===== src/rtl/core/hrfp_pkg.sv =====
`default_nettype none
package hrfp_pkg;

  // input item kinds
  localparam logic [1:0] MODE_NAL     = 2'd0;
  localparam logic [1:0] MODE_ADVANCE = 2'd1;
  localparam logic [1:0] MODE_CLEAR   = 2'd2;

  // register indexes on the configuration port
  localparam logic [2:0] REG_TRANSPORT_MODE     = 3'd0;
  localparam logic [2:0] REG_SOURCE_ID          = 3'd1;
  localparam logic [2:0] REG_PAYLOAD_TYPE       = 3'd2;
  localparam logic [2:0] REG_PAY_LIMIT          = 3'd3;
  localparam logic [2:0] REG_TIMESTAMP_STEP     = 3'd4;
  localparam logic [2:0] REG_INTERLEAVE_CHANNEL = 3'd5;

  localparam int unsigned APB_ADDR_BITS = 5;

  // register reset values
  localparam logic [31:0] RESET_SOURCE_ID    = 32'h1234_5678;
  localparam logic [6:0]  RESET_PAYLOAD_TYPE = 7'd96;
  localparam logic [10:0] RESET_PAY_LIMIT    = 11'd1388;
  localparam logic [31:0] RESET_STEP         = 32'd3000;

  // payload limit clamp
  localparam logic [10:0] PAYLOAD_MIN = 11'd16;
  localparam logic [10:0] PAYLOAD_MAX = 11'd1488;

  // packet constants
  localparam logic [7:0]  RTP_VPXCC     = 8'h80;
  localparam logic [7:0]  FU_A_TYPE     = 8'd28;
  localparam logic [7:0]  FU_START_BIT  = 8'h80;
  localparam logic [7:0]  FU_END_BIT    = 8'h40;
  localparam logic [7:0]  NRI_MASK      = 8'hE0;
  localparam logic [7:0]  TYPE_MASK     = 8'h1F;
  localparam logic [7:0]  TCP_MAGIC     = 8'h24;
  localparam logic [10:0] RTP_HDR_BYTES = 11'd12;
  localparam logic [10:0] FU_HDR_BYTES  = 11'd2;

  localparam int unsigned NAL_LENGTH_BITS_DEF = 20;
  localparam int unsigned JOB_DEPTH_DEF       = 2;

  // byte positions of the output sequencer
  localparam logic [4:0] POS_PFX0  = 5'd0;
  localparam logic [4:0] POS_PFX1  = 5'd1;
  localparam logic [4:0] POS_PFX2  = 5'd2;
  localparam logic [4:0] POS_PFX3  = 5'd3;
  localparam logic [4:0] POS_RTP0  = 5'd4;
  localparam logic [4:0] POS_RTP1  = 5'd5;
  localparam logic [4:0] POS_RTP2  = 5'd6;
  localparam logic [4:0] POS_RTP3  = 5'd7;
  localparam logic [4:0] POS_RTP4  = 5'd8;
  localparam logic [4:0] POS_RTP5  = 5'd9;
  localparam logic [4:0] POS_RTP6  = 5'd10;
  localparam logic [4:0] POS_RTP7  = 5'd11;
  localparam logic [4:0] POS_RTP8  = 5'd12;
  localparam logic [4:0] POS_RTP9  = 5'd13;
  localparam logic [4:0] POS_RTP10 = 5'd14;
  localparam logic [4:0] POS_RTP11 = 5'd15;
  localparam logic [4:0] POS_FU0   = 5'd16;
  localparam logic [4:0] POS_FU1   = 5'd17;
  localparam logic [4:0] POS_DATA  = 5'd18;

  // configuration as seen by front and back
  typedef struct packed {
    logic        tcp;
    logic [31:0] ssrc;
    logic [6:0]  pt;
    logic [10:0] pay_limit;
    logic [31:0] step;
    logic [7:0]  chan;
  } hrfp_cfg_t;

  // one classified word: optional headers plus one payload byte
  typedef struct packed {
    logic        hdr;
    logic        fu;
    logic        marker;
    logic [10:0] total;
    logic [15:0] seq;
    logic [31:0] ts;
    logic [7:0]  fu_ind;
    logic [7:0]  fu_hdr;
    logic [7:0]  data;
    logic        last;
  } hrfp_job_t;

endpackage
`default_nettype wire


===== src/rtl/core/h264_rtp_fua_packetizer.sv =====
// channel   | handshake                   | words
// ----------+-----------------------------+------------------------------------
// input     | push / full                 | mode_i, data_byte_i, nalu_length_i
// output    | empty / pop                 | out_byte_o, packet_last_o
// config    | psel, penable, pwrite/pready| paddr (byte addr 4*index), pwdata
//
// A NAL payload byte gives one output byte; a packet start adds 12 header bytes
// (16 with the TCP prefix, plus 2 for FU-A), sent by the one-byte-per-cycle
// output sequencer while words are queued and pop keeps up. Timestamp and clear items give no output.
// While a header goes out the two-word queue holds its word and one more, then
// full stays high until the payload byte of the header word has been sent.
// Reset is asynchronous and active low; no clearing pass is needed.
`default_nettype none
module h264_rtp_fua_packetizer
  import hrfp_pkg::*;
#(
  parameter int unsigned NAL_LENGTH_BITS = NAL_LENGTH_BITS_DEF,
  parameter int unsigned JOB_DEPTH       = JOB_DEPTH_DEF
) (
  input  wire logic                       clk_i,
  input  wire logic                       rst_ni,
  // config port
  input  wire logic                       psel,
  input  wire logic                       penable,
  input  wire logic                       pwrite,
  input  wire logic [APB_ADDR_BITS-1:0]   paddr,
  input  wire logic [31:0]                pwdata,
  output logic [31:0]                     prdata,
  output logic                            pready,
  // input side
  input  wire logic                       push,
  output logic                            full,
  input  wire logic [1:0]                 mode_i,
  input  wire logic [7:0]                 data_byte_i,
  input  wire logic [NAL_LENGTH_BITS-1:0] nalu_length_i,
  // output side
  output logic                            empty,
  input  wire logic                       pop,
  output logic [7:0]                      out_byte_o,
  output logic                            packet_last_o
);

  hrfp_cfg_t  cfg_q;
  hrfp_job_t  fr_job, q_job;
  logic       fr_push;
  logic       q_full, q_empty;
  logic       bk_pop;
  logic       out_valid;
  logic       item_valid;
  logic       cfg_wr;
  logic [2:0] reg_idx;

  assign pready  = 1'b1;
  assign cfg_wr  = psel && penable && pwrite && pready;
  assign reg_idx = paddr[APB_ADDR_BITS-1:2];

  // configuration registers
  always_ff @(posedge clk_i or negedge rst_ni) begin
    if (!rst_ni) begin
      cfg_q.tcp       <= 1'b0;
      cfg_q.ssrc      <= RESET_SOURCE_ID;
      cfg_q.pt        <= RESET_PAYLOAD_TYPE;
      cfg_q.pay_limit <= RESET_PAY_LIMIT;
      cfg_q.step      <= RESET_STEP;
      cfg_q.chan      <= 8'd0;
    end else if (cfg_wr) begin
      unique case (reg_idx)
        REG_TRANSPORT_MODE:     cfg_q.tcp       <= pwdata[0];
        REG_SOURCE_ID:          cfg_q.ssrc      <= pwdata;
        REG_PAYLOAD_TYPE:       cfg_q.pt        <= pwdata[6:0];
        REG_PAY_LIMIT:          cfg_q.pay_limit <= pwdata[10:0];
        REG_TIMESTAMP_STEP:     cfg_q.step      <= pwdata;
        REG_INTERLEAVE_CHANNEL: cfg_q.chan      <= pwdata[7:0];
        default: ;
      endcase
    end
  end

  // register readback
  always_comb begin
    unique case (reg_idx)
      REG_TRANSPORT_MODE:     prdata = {31'd0, cfg_q.tcp};
      REG_SOURCE_ID:          prdata = cfg_q.ssrc;
      REG_PAYLOAD_TYPE:       prdata = {25'd0, cfg_q.pt};
      REG_PAY_LIMIT:          prdata = {21'd0, cfg_q.pay_limit};
      REG_TIMESTAMP_STEP:     prdata = cfg_q.step;
      REG_INTERLEAVE_CHANNEL: prdata = {24'd0, cfg_q.chan};
      default:                prdata = 32'd0;
    endcase
  end

  assign full       = q_full;
  assign item_valid = push && !q_full;

  hrfp_front #(
    .NAL_LENGTH_BITS(NAL_LENGTH_BITS)
  ) u_front (
    .clk_i         (clk_i),
    .rst_ni        (rst_ni),
    .cfg_i         (cfg_q),
    .item_valid_i  (item_valid),
    .mode_i        (mode_i),
    .data_byte_i   (data_byte_i),
    .nalu_length_i (nalu_length_i),
    .job_o         (fr_job),
    .job_push_o    (fr_push)
  );

  hrfp_queue #(
    .DEPTH(JOB_DEPTH)
  ) u_queue (
    .clk_i   (clk_i),
    .rst_ni  (rst_ni),
    .push_i  (fr_push),
    .wdata_i (fr_job),
    .pop_i   (bk_pop),
    .rdata_o (q_job),
    .full_o  (q_full),
    .empty_o (q_empty)
  );

  hrfp_back u_back (
    .clk_i       (clk_i),
    .rst_ni      (rst_ni),
    .cfg_i       (cfg_q),
    .job_valid_i (!q_empty),
    .job_i       (q_job),
    .job_pop_o   (bk_pop),
    .pop_i       (pop),
    .out_valid_o (out_valid),
    .out_byte_o  (out_byte_o),
    .out_last_o  (packet_last_o)
  );

  assign empty = !out_valid;

endmodule
`default_nettype wire


===== src/rtl/core/hrfp_front.sv =====
`default_nettype none
module hrfp_front
  import hrfp_pkg::*;
#(
  parameter int unsigned NAL_LENGTH_BITS = NAL_LENGTH_BITS_DEF
) (
  input  wire logic                       clk_i,
  input  wire logic                       rst_ni,
  input  wire hrfp_cfg_t                  cfg_i,
  input  wire logic                       item_valid_i,
  input  wire logic [1:0]                 mode_i,
  input  wire logic [7:0]                 data_byte_i,
  input  wire logic [NAL_LENGTH_BITS-1:0] nalu_length_i,
  output hrfp_job_t                       job_o,
  output logic                            job_push_o
);

  logic [15:0]                seq_q, seq_d;
  logic [31:0]                ts_q, ts_d;
  logic [NAL_LENGTH_BITS-1:0] nbl_q, nbl_d;
  logic [7:0]                 hb_q, hb_d;
  logic                       frag_q, frag_d;
  logic [10:0]                fbl_q, fbl_d;
  logic                       first_q, first_d;

  logic [10:0]                mp;
  logic [10:0]                mp_frag;
  logic [10:0]                chunk;
  logic                       last_frag;
  logic [10:0]                fbl_cur;
  logic [10:0]                fbl_next;
  logic [NAL_LENGTH_BITS-1:0] nbl_next;

  // clamp the payload limit
  always_comb begin
    mp = cfg_i.pay_limit;
    if (mp < PAYLOAD_MIN) begin
      mp = PAYLOAD_MIN;
    end else if (mp > PAYLOAD_MAX) begin
      mp = PAYLOAD_MAX;
    end
    mp_frag = mp - FU_HDR_BYTES;
  end

  // fragment size for the next FU-A packet
  always_comb begin
    if (nbl_q > NAL_LENGTH_BITS'(mp_frag)) begin
      chunk = mp_frag;
    end else begin
      chunk = nbl_q[10:0];
    end
    last_frag = (NAL_LENGTH_BITS'(chunk) == nbl_q);
    fbl_cur   = (fbl_q == 11'd0) ? chunk : fbl_q;
    fbl_next  = fbl_cur - 11'd1;
    nbl_next  = nbl_q - NAL_LENGTH_BITS'(1);
  end

  // classify the item and update the packetizer state
  always_comb begin
    seq_d      = seq_q;
    ts_d       = ts_q;
    nbl_d      = nbl_q;
    hb_d       = hb_q;
    frag_d     = frag_q;
    fbl_d      = fbl_q;
    first_d    = first_q;
    job_push_o = 1'b0;
    job_o      = '0;
    job_o.seq  = seq_q;
    job_o.ts   = ts_q;
    job_o.data = data_byte_i;
    if (item_valid_i) begin
      unique case (mode_i)
        MODE_ADVANCE: ts_d = ts_q + cfg_i.step;
        MODE_CLEAR: begin
          seq_d = 16'd0;
          ts_d  = 32'd0;
        end
        MODE_NAL: begin
          if (nbl_q == '0) begin
            if (nalu_length_i != '0) begin
              nbl_d = nalu_length_i - NAL_LENGTH_BITS'(1);
              if (nalu_length_i <= NAL_LENGTH_BITS'(mp)) begin
                frag_d       = 1'b0;
                job_push_o   = 1'b1;
                job_o.hdr    = 1'b1;
                job_o.marker = 1'b1;
                job_o.total  = RTP_HDR_BYTES + nalu_length_i[10:0];
                job_o.last   = (nalu_length_i == NAL_LENGTH_BITS'(1));
                seq_d        = seq_q + 16'd1;
              end else begin
                hb_d    = data_byte_i;
                frag_d  = 1'b1;
                first_d = 1'b1;
                fbl_d   = 11'd0;
              end
            end
          end else if (!frag_q) begin
            nbl_d      = nbl_next;
            job_push_o = 1'b1;
            job_o.last = (nbl_next == '0);
          end else begin
            job_push_o = 1'b1;
            if (fbl_q == 11'd0) begin
              job_o.hdr    = 1'b1;
              job_o.fu     = 1'b1;
              job_o.marker = last_frag;
              job_o.total  = RTP_HDR_BYTES + FU_HDR_BYTES + chunk;
              job_o.fu_ind = (hb_q & NRI_MASK) | FU_A_TYPE;
              job_o.fu_hdr = (first_q ? FU_START_BIT : 8'h00) |
                             (last_frag ? FU_END_BIT : 8'h00) | (hb_q & TYPE_MASK);
              first_d      = 1'b0;
              seq_d        = seq_q + 16'd1;
            end
            fbl_d      = fbl_next;
            nbl_d      = nbl_next;
            job_o.last = (fbl_next == 11'd0);
            if (nbl_next == '0) begin
              frag_d = 1'b0;
              fbl_d  = 11'd0;
            end
          end
        end
        default: ;
      endcase
    end
  end

  always_ff @(posedge clk_i or negedge rst_ni) begin
    if (!rst_ni) begin
      seq_q   <= 16'd0;
      ts_q    <= 32'd0;
      nbl_q   <= '0;
      hb_q    <= 8'd0;
      frag_q  <= 1'b0;
      fbl_q   <= 11'd0;
      first_q <= 1'b1;
    end else begin
      seq_q   <= seq_d;
      ts_q    <= ts_d;
      nbl_q   <= nbl_d;
      hb_q    <= hb_d;
      frag_q  <= frag_d;
      fbl_q   <= fbl_d;
      first_q <= first_d;
    end
  end

endmodule
`default_nettype wire


===== src/rtl/core/hrfp_queue.sv =====
`default_nettype none
module hrfp_queue
  import hrfp_pkg::*;
#(
  parameter int unsigned DEPTH = JOB_DEPTH_DEF
) (
  input  wire logic      clk_i,
  input  wire logic      rst_ni,
  input  wire logic      push_i,
  input  wire hrfp_job_t wdata_i,
  input  wire logic      pop_i,
  output hrfp_job_t      rdata_o,
  output logic           full_o,
  output logic           empty_o
);

  localparam int unsigned PTR_BITS = (DEPTH > 1) ? $clog2(DEPTH) : 1;
  localparam int unsigned CNT_BITS = $clog2(DEPTH + 1);

  hrfp_job_t           mem_q [DEPTH];
  logic [PTR_BITS-1:0] wr_ptr_q, rd_ptr_q;
  logic [CNT_BITS-1:0] count_q;

  assign full_o  = (count_q == CNT_BITS'(DEPTH));
  assign empty_o = (count_q == '0);
  assign rdata_o = mem_q[rd_ptr_q];

  // storage, no reset on payload
  always_ff @(posedge clk_i) begin
    if (push_i) begin
      mem_q[wr_ptr_q] <= wdata_i;
    end
  end

  // pointers and fill count
  always_ff @(posedge clk_i or negedge rst_ni) begin
    if (!rst_ni) begin
      wr_ptr_q <= '0;
      rd_ptr_q <= '0;
      count_q  <= '0;
    end else begin
      if (push_i) begin
        wr_ptr_q <= (wr_ptr_q == PTR_BITS'(DEPTH - 1)) ? '0 : wr_ptr_q + PTR_BITS'(1);
      end
      if (pop_i) begin
        rd_ptr_q <= (rd_ptr_q == PTR_BITS'(DEPTH - 1)) ? '0 : rd_ptr_q + PTR_BITS'(1);
      end
      if (push_i && !pop_i) begin
        count_q <= count_q + CNT_BITS'(1);
      end else if (pop_i && !push_i) begin
        count_q <= count_q - CNT_BITS'(1);
      end
    end
  end

  a_no_overflow: assert property (@(posedge clk_i) disable iff (!rst_ni)
    push_i |-> (!full_o || pop_i))
    else $error("job queue written while full");

  a_no_underflow: assert property (@(posedge clk_i) disable iff (!rst_ni)
    pop_i |-> !empty_o)
    else $error("job queue read while empty");

  a_count_range: assert property (@(posedge clk_i) disable iff (!rst_ni)
    count_q <= CNT_BITS'(DEPTH))
    else $error("job queue count out of range");

  a_fill_to_full: assert property (@(posedge clk_i) disable iff (!rst_ni)
    (push_i && !pop_i && count_q == CNT_BITS'(DEPTH - 1)) |=> full_o)
    else $error("job queue did not report full");

endmodule
`default_nettype wire


===== src/rtl/core/hrfp_back.sv =====
`default_nettype none
module hrfp_back
  import hrfp_pkg::*;
(
  input  wire logic      clk_i,
  input  wire logic      rst_ni,
  input  wire hrfp_cfg_t cfg_i,
  input  wire logic      job_valid_i,
  input  wire hrfp_job_t job_i,
  output logic           job_pop_o,
  input  wire logic      pop_i,
  output logic           out_valid_o,
  output logic [7:0]     out_byte_o,
  output logic           out_last_o
);

  logic       busy_q, busy_d;
  logic [4:0] pos_q, pos_d;
  logic       out_valid_q;
  logic [7:0] out_byte_q;
  logic       out_last_q;

  logic       emit;
  logic [4:0] cur_pos;
  logic [7:0] cur_byte;
  logic [4:0] next_pos;

  assign emit = job_valid_i && (!out_valid_q || pop_i);

  // where the word starts: prefix, rtp header or payload
  always_comb begin
    if (busy_q) begin
      cur_pos = pos_q;
    end else if (!job_i.hdr) begin
      cur_pos = POS_DATA;
    end else if (cfg_i.tcp) begin
      cur_pos = POS_PFX0;
    end else begin
      cur_pos = POS_RTP0;
    end
  end

  // byte select per position
  always_comb begin
    unique case (cur_pos)
      POS_PFX0:  cur_byte = TCP_MAGIC;
      POS_PFX1:  cur_byte = cfg_i.chan;
      POS_PFX2:  cur_byte = {5'd0, job_i.total[10:8]};
      POS_PFX3:  cur_byte = job_i.total[7:0];
      POS_RTP0:  cur_byte = RTP_VPXCC;
      POS_RTP1:  cur_byte = {job_i.marker, cfg_i.pt};
      POS_RTP2:  cur_byte = job_i.seq[15:8];
      POS_RTP3:  cur_byte = job_i.seq[7:0];
      POS_RTP4:  cur_byte = job_i.ts[31:24];
      POS_RTP5:  cur_byte = job_i.ts[23:16];
      POS_RTP6:  cur_byte = job_i.ts[15:8];
      POS_RTP7:  cur_byte = job_i.ts[7:0];
      POS_RTP8:  cur_byte = cfg_i.ssrc[31:24];
      POS_RTP9:  cur_byte = cfg_i.ssrc[23:16];
      POS_RTP10: cur_byte = cfg_i.ssrc[15:8];
      POS_RTP11: cur_byte = cfg_i.ssrc[7:0];
      POS_FU0:   cur_byte = job_i.fu_ind;
      POS_FU1:   cur_byte = job_i.fu_hdr;
      default:   cur_byte = job_i.data;
    endcase
  end

  // step to the next header byte, skipping the fu bytes on single packets
  always_comb begin
    if (cur_pos == POS_RTP11) begin
      next_pos = job_i.fu ? POS_FU0 : POS_DATA;
    end else begin
      next_pos = cur_pos + 5'd1;
    end
  end

  always_comb begin
    busy_d    = busy_q;
    pos_d     = pos_q;
    job_pop_o = 1'b0;
    if (emit) begin
      if (cur_pos == POS_DATA) begin
        job_pop_o = 1'b1;
        busy_d    = 1'b0;
      end else begin
        busy_d = 1'b1;
        pos_d  = next_pos;
      end
    end
  end

  always_ff @(posedge clk_i or negedge rst_ni) begin
    if (!rst_ni) begin
      busy_q      <= 1'b0;
      pos_q       <= POS_PFX0;
      out_valid_q <= 1'b0;
    end else begin
      busy_q <= busy_d;
      pos_q  <= pos_d;
      if (emit) begin
        out_valid_q <= 1'b1;
      end else if (pop_i) begin
        out_valid_q <= 1'b0;
      end
    end
  end

  // output word register
  always_ff @(posedge clk_i) begin
    if (emit) begin
      out_byte_q <= cur_byte;
      out_last_q <= (cur_pos == POS_DATA) && job_i.last;
    end
  end

  assign out_valid_o = out_valid_q;
  assign out_byte_o  = out_byte_q;
  assign out_last_o  = out_last_q;

  a_busy_has_job: assert property (@(posedge clk_i) disable iff (!rst_ni)
    busy_q |-> job_valid_i)
    else $error("header sequence running without a queued word");

  a_pos_range: assert property (@(posedge clk_i) disable iff (!rst_ni)
    busy_q |-> (pos_q <= POS_DATA))
    else $error("sequencer position out of range");

  a_pop_on_data: assert property (@(posedge clk_i) disable iff (!rst_ni)
    job_pop_o |=> (out_valid_q && $past(cur_pos) == POS_DATA))
    else $error("word released before its payload byte");

endmodule
`default_nettype wire

===== config.mk =====
export PLATFORM = sky130hd
export DESIGN_NAME = h264_rtp_fua_packetizer
export DESIGN_NICKNAME = d
export VERILOG_FILES = /design/src/rtl/core/hrfp_pkg.sv /design/src/rtl/core/h264_rtp_fua_packetizer.sv /design/src/rtl/core/hrfp_front.sv /design/src/rtl/core/hrfp_queue.sv /design/src/rtl/core/hrfp_back.sv
export SDC_FILE = /design/constraint.sdc
export NUM_CORES = 1
export LEC_CHECK = 0
export BUFFER_PORTS_ARGS = -buffer_cell sky130_fd_sc_hd__buf_4
export CAP_MARGIN = 20
export CELL_PAD_IN_SITES_DETAIL_PLACEMENT = 1
export CELL_PAD_IN_SITES_GLOBAL_PLACEMENT = 1
export CORE_UTILIZATION = 35
export DETAILED_ROUTE_END_ITERATION = 8
export GPL_ROUTABILITY_DRIVEN = 0
export PLACE_DENSITY = 0.67
export SYNTH_ARGS = -nofsm -noshare
export SYNTH_HDL_FRONTEND = slang
export SYNTH_SLANG_ARGS = --single-unit

===== constraint.sdc =====
create_clock -name clk_i -period 6.95 [get_ports clk_i]
set_input_delay 0 -clock clk_i [delete_from_list [all_inputs] [get_ports clk_i]]
set_output_delay 0 -clock clk_i [all_outputs]
set_load 0.01 [all_outputs]

==> metrics.md <==
| Metric | Value |
|---|---|
| Antenna-violating nets left | 0 |
| Sequential Power Share | about two fifths |
| Fin nets | approximately 2,000 |
| Clock power share | a little under 30% |
| Initial core utilization | roughly 35% |
| Critical Path End Type | flip-flop |
| Sinks on Clock Net | 362 |
| Max Root-Sink Buffers | 3 |
| Crit Path Max Fanout | 10 |
| Crit-path max cell delay | 0.67 ns |
| Pwr dens | 336 mW/mm2 |
| CP Cell Sequence | inv_1 > a211oi_1 > o31ai_1 > nand2_1 > ha_1 > or4b_2 > nor3_1 > xnor2_1 > inv_1 > ha_1 > nand3_1 > a211oi_1 > o311ai_0 > a311o_1 > a21oi_4 > o21ai_0 > a21o_1 > inv_1 > ha_1 > o2111ai_1 > or2_4 > nor4_4 > xnor2_1 > o31ai_2 |
| Final Cycle Share | a little over nine tenths |
| H-tree Lvls | 2 |
| Data arrival, critical path | approximately 7.0 ns |
| Remaining DRCs | 0 |
| Die area | between 0.05 and 0.06 mm2 |
| DR iter-0 viols | around 920 |
| CTS root buffer | clkbuf_16 |
| Outcome | complete, but fails checks |
| Register area share after synthesis | between 50% and 60% |
| Synth Warn # | 0 |
| Antenna cells | 0 |
| Leak Pwr | 9.35 nW |
| Startpoint Class | flip-flop |
| Fin. max-slew vios | 0 |
| WP buf/inv | 3 |
| Via count of the routed design | about 15,000 |
| Die Wd | 238 um |
| Layout cells sized above 1 | between 10% and 20% |
| Hold Crit Class | in -> async |
| First-pass GRT wire length | ~96 mm |
| Max Fclk | around 150 MHz |
| Gr usage total | 22.3% |
| Die H | about 240 um |
| Area Growth Syn to Fin | 19.9% |
| Setup bufs post-CTS | 0 |
| Critical path class | reg -> reg |
| Top Ports | 118 |
| GRT overflow | 0 |
| Path depth of the worst reg2reg path | 24 |
| Core footprint | roughly 0.055 mm2 |
| Gate Count Post-Synth | about 1,700 |
| Fin util | between 40% and 50% |
| CP delay by family, top | compound AO/OA/AOI/OAI gates |
| CP max-delay cell | or4b_2 |
| Final Critical Period | 6.56 ns |
| Syn Area/Cell | around 11 um2 |
| Top-count cell post-synth | edfxtp_1 |
| Pint | 5.11 mW |
| Synth area leader | edfxtp_1 |
| Later-pin clock latency in the skew report | 0.58 ns |
| Via density per instance | roughly 5.6 |
| Vias in the first global route | about 16,000 |
| WHS | -0.00867 ns |
| Worst Skew | 0.0219 ns |
| Max Cap Violations | 0 |
| Fin Setup TNS | 0 ns |
| Initial antenna violation count | 0 |
| Final setup viols | 0 |
| Max IR drop VDD | 0.181 mV |
| Combinational power share | roughly 31% |
| Reg2reg start | cfg_q[50] |
| Failing checks | negative hold slack |
| Place WS | around 0.16 ns |
| Dpl hpwl | approximately 45 mm |
| Post-DR wirelength/cell | about 23 um |
| Synth top area share | about a quarter |
| CTS buffer count | 43 |
| Hold Fails Final Rpt | 3 |
| Pin count of the biggest net entering global routing | 87 |
| CTS tree | yes |
| Critical Path RT | about 7.4 ns |
| Commonest register cell after synthesis | edfxtp_1 |
| Total Wirelength | about 63 mm |
| Cell area after synthesis | slightly below 0.02 mm2 |
| I/O Buffers | between 100 and 150 |
| Post-synthesis net count | between 1,500 and 2,000 |
| Post-synthesis register bit count | about 360 |
| Sw Share | a little over a third |
| Count of cell types in the netlist | 81 |
| R2R Path End | u_queue.mem_q[0][0] |
| Post-synth top cells | 171 x edfxtp_1, 162 x dfrtp_1, 125 x nand2_1 |
| Synth top area cells | edfxtp_1 26%, dfrtp_1 21%, mux2_2 7.0% |
| Async set-reset flop share out of synthesis | 52.8% |
| Post-synth EDFFs | ~170 |
| Setup ws final | a little under 0.4 ns |
| NetSw | 2.76 mW |
| Worst R2R Setup Slack | 0.39 ns |
| Clock Pin Slew Worst Setup and Hold Paths | 0.06 ns |
| Placement Rows | 86 |
| Initial DRT Pass Iterations | 7 |
| Worst-margin pin slew | 1.08 ns |
| Max-slew headroom | between 20 and 30% |
-- routing by layer --
metal / routed length [um] / GRT usage, % / part of all wire, %
met5: 0 / 0 / 0
met3: 3130 / 3.64 / 5.0
met4: 2030 / 8.02 / 3.2
met1: 27800 / 29.6 / 44
met2: 29900 / 36.8 / 48
-- power groups by stage --
stage	clock [mW]	sequential [mW]	combinational, mW
after floorplan	0	2.97	1.65
after global placement	0	3.14	2.31
after detailed placement	0	3.16	2.39
after CTS	2.32	3.13	2.45
after global routing	2.40	3.18	2.69
final	2.27	3.13	2.46
-- area by class of cell --
cell class | instances | area (um2)
inverter | 46 | 173
multi-input combinational | 1248 | 9120
clock buffer | 63 | 1200
timing repair buffer | 211 | 1780
tap | 748 | 936
fill | 6006 | 31700
clock inverter | 17 | 205
sequential | 362 | 9950
-- registers in the layout, summed over array words and instances, names as in the netlist --
signal	count
u_queue.mem_q	162
u_queue.wr_ptr_q	1
u_front.seq_q	16
u_queue.count_q	2
u_queue.rd_ptr_q	1
u_back.busy_q	1
u_front.nbl_q	20
u_front.hb_q	8
u_front.frag_q	1
u_back.pos_q	5
u_front.ts_q	32
u_front.fbl_q	11
cfg_q	91
u_front.first_q	1
u_back.out_valid_o	1
u_back.out_byte_o	8
u_back.out_last_o	1
-- layout by cell type (no fill, tap or decap), types with 68 or more instances in the layout --
cell	n
edfxtp_1	171
dfrtp_1	161
buf_4	139
nand2_1	125
mux2_2	121
nor2_1	112
mux2i_1	87
o21ai_0	78
a21oi_1	77
dlygate4sd3_1	68
-- cell families (layout without fill, tap and decap cells) --
group	count (synthesis)	count (layout)	share of synthesized area, %
AOI/OAI and AO/OA	397	397	14.0
xor gates and xnor gates	94	94	4.22
adders and majority gates	68	68	4.40
buffers and inverters	126	337	2.50
DFF	362	362	51.0
muxes	209	209	11.5
other	1	1	0.0192
and+or+nand+nor	479	479	12.3
-- worst max-delay path by stage --
stage / cells past startpoint / slack [ns] / end / start
after floorplan: 26 / 0.65 / u_queue.mem_q[0][0] / cfg_q[43]
after global placement: 21 / 0.44 / u_front.fbl_q[9] / cfg_q[47]
after detailed placement: 22 / 0.16 / u_front.fbl_q[9] / cfg_q[41]
after CTS: 22 / 0.12 / u_front.fbl_q[9] / cfg_q[41]
after global routing: 24 / -0.02 / u_queue.mem_q[0][0] / cfg_q[48]
final: 24 / 0.39 / u_queue.mem_q[0][0] / cfg_q[50]
-- per-stage QoR --
| step | power [mW] | instance area (um2) | instances | hold WS, ns |
|---|---|---|---|---|
| 3_3_place_gp | 5.45 | 21200 | 2546 | 0.0759 |
| 2_1_floorplan | 4.63 | 19500 | 1736 | -0.296 |
| 5_1_grt | 8.27 | 23400 | 2695 | 0.0682 |
| 6_report | 7.86 | 23400 | 2695 | -0.00867 |
| 3_5_place_dp | 5.55 | 21200 | 2546 | 0.0833 |
| 4_1_cts | 7.90 | 23300 | 2694 | 0.0289 |
-- worst register-to-register path, stage by stage, from the launching register on --
cell and delay, ns:
dfstp_2 0.64, inv_1 0.17, a211oi_1 0.29, o31ai_1 0.18, nand2_1 0.16, ha_1 0.23, or4b_2 0.67, nor3_1 0.21
xnor2_1 0.28, inv_1 0.12, ha_1 0.33, nand3_1 0.10, a211oi_1 0.25, o311ai_0 0.19, a311o_1 0.46, a21oi_4 0.28
o21ai_0 0.15, a21o_1 0.23, inv_1 0.06, ha_1 0.18, o2111ai_1 0.19, or2_4 0.32, nor4_4 0.30, xnor2_1 0.15
o31ai_2 0.26
-- repair_timing --
| action | 4_1_cts | 5_1_grt |
|---|---|---|
| setup endpoints to repair | 0 | 7 |
| resized for setup | 0 | 6 |
| hold buffers | 68 | 0 |
| hold endpoints to repair | 222 | 0 |
(Power assumes the default switching activity.)
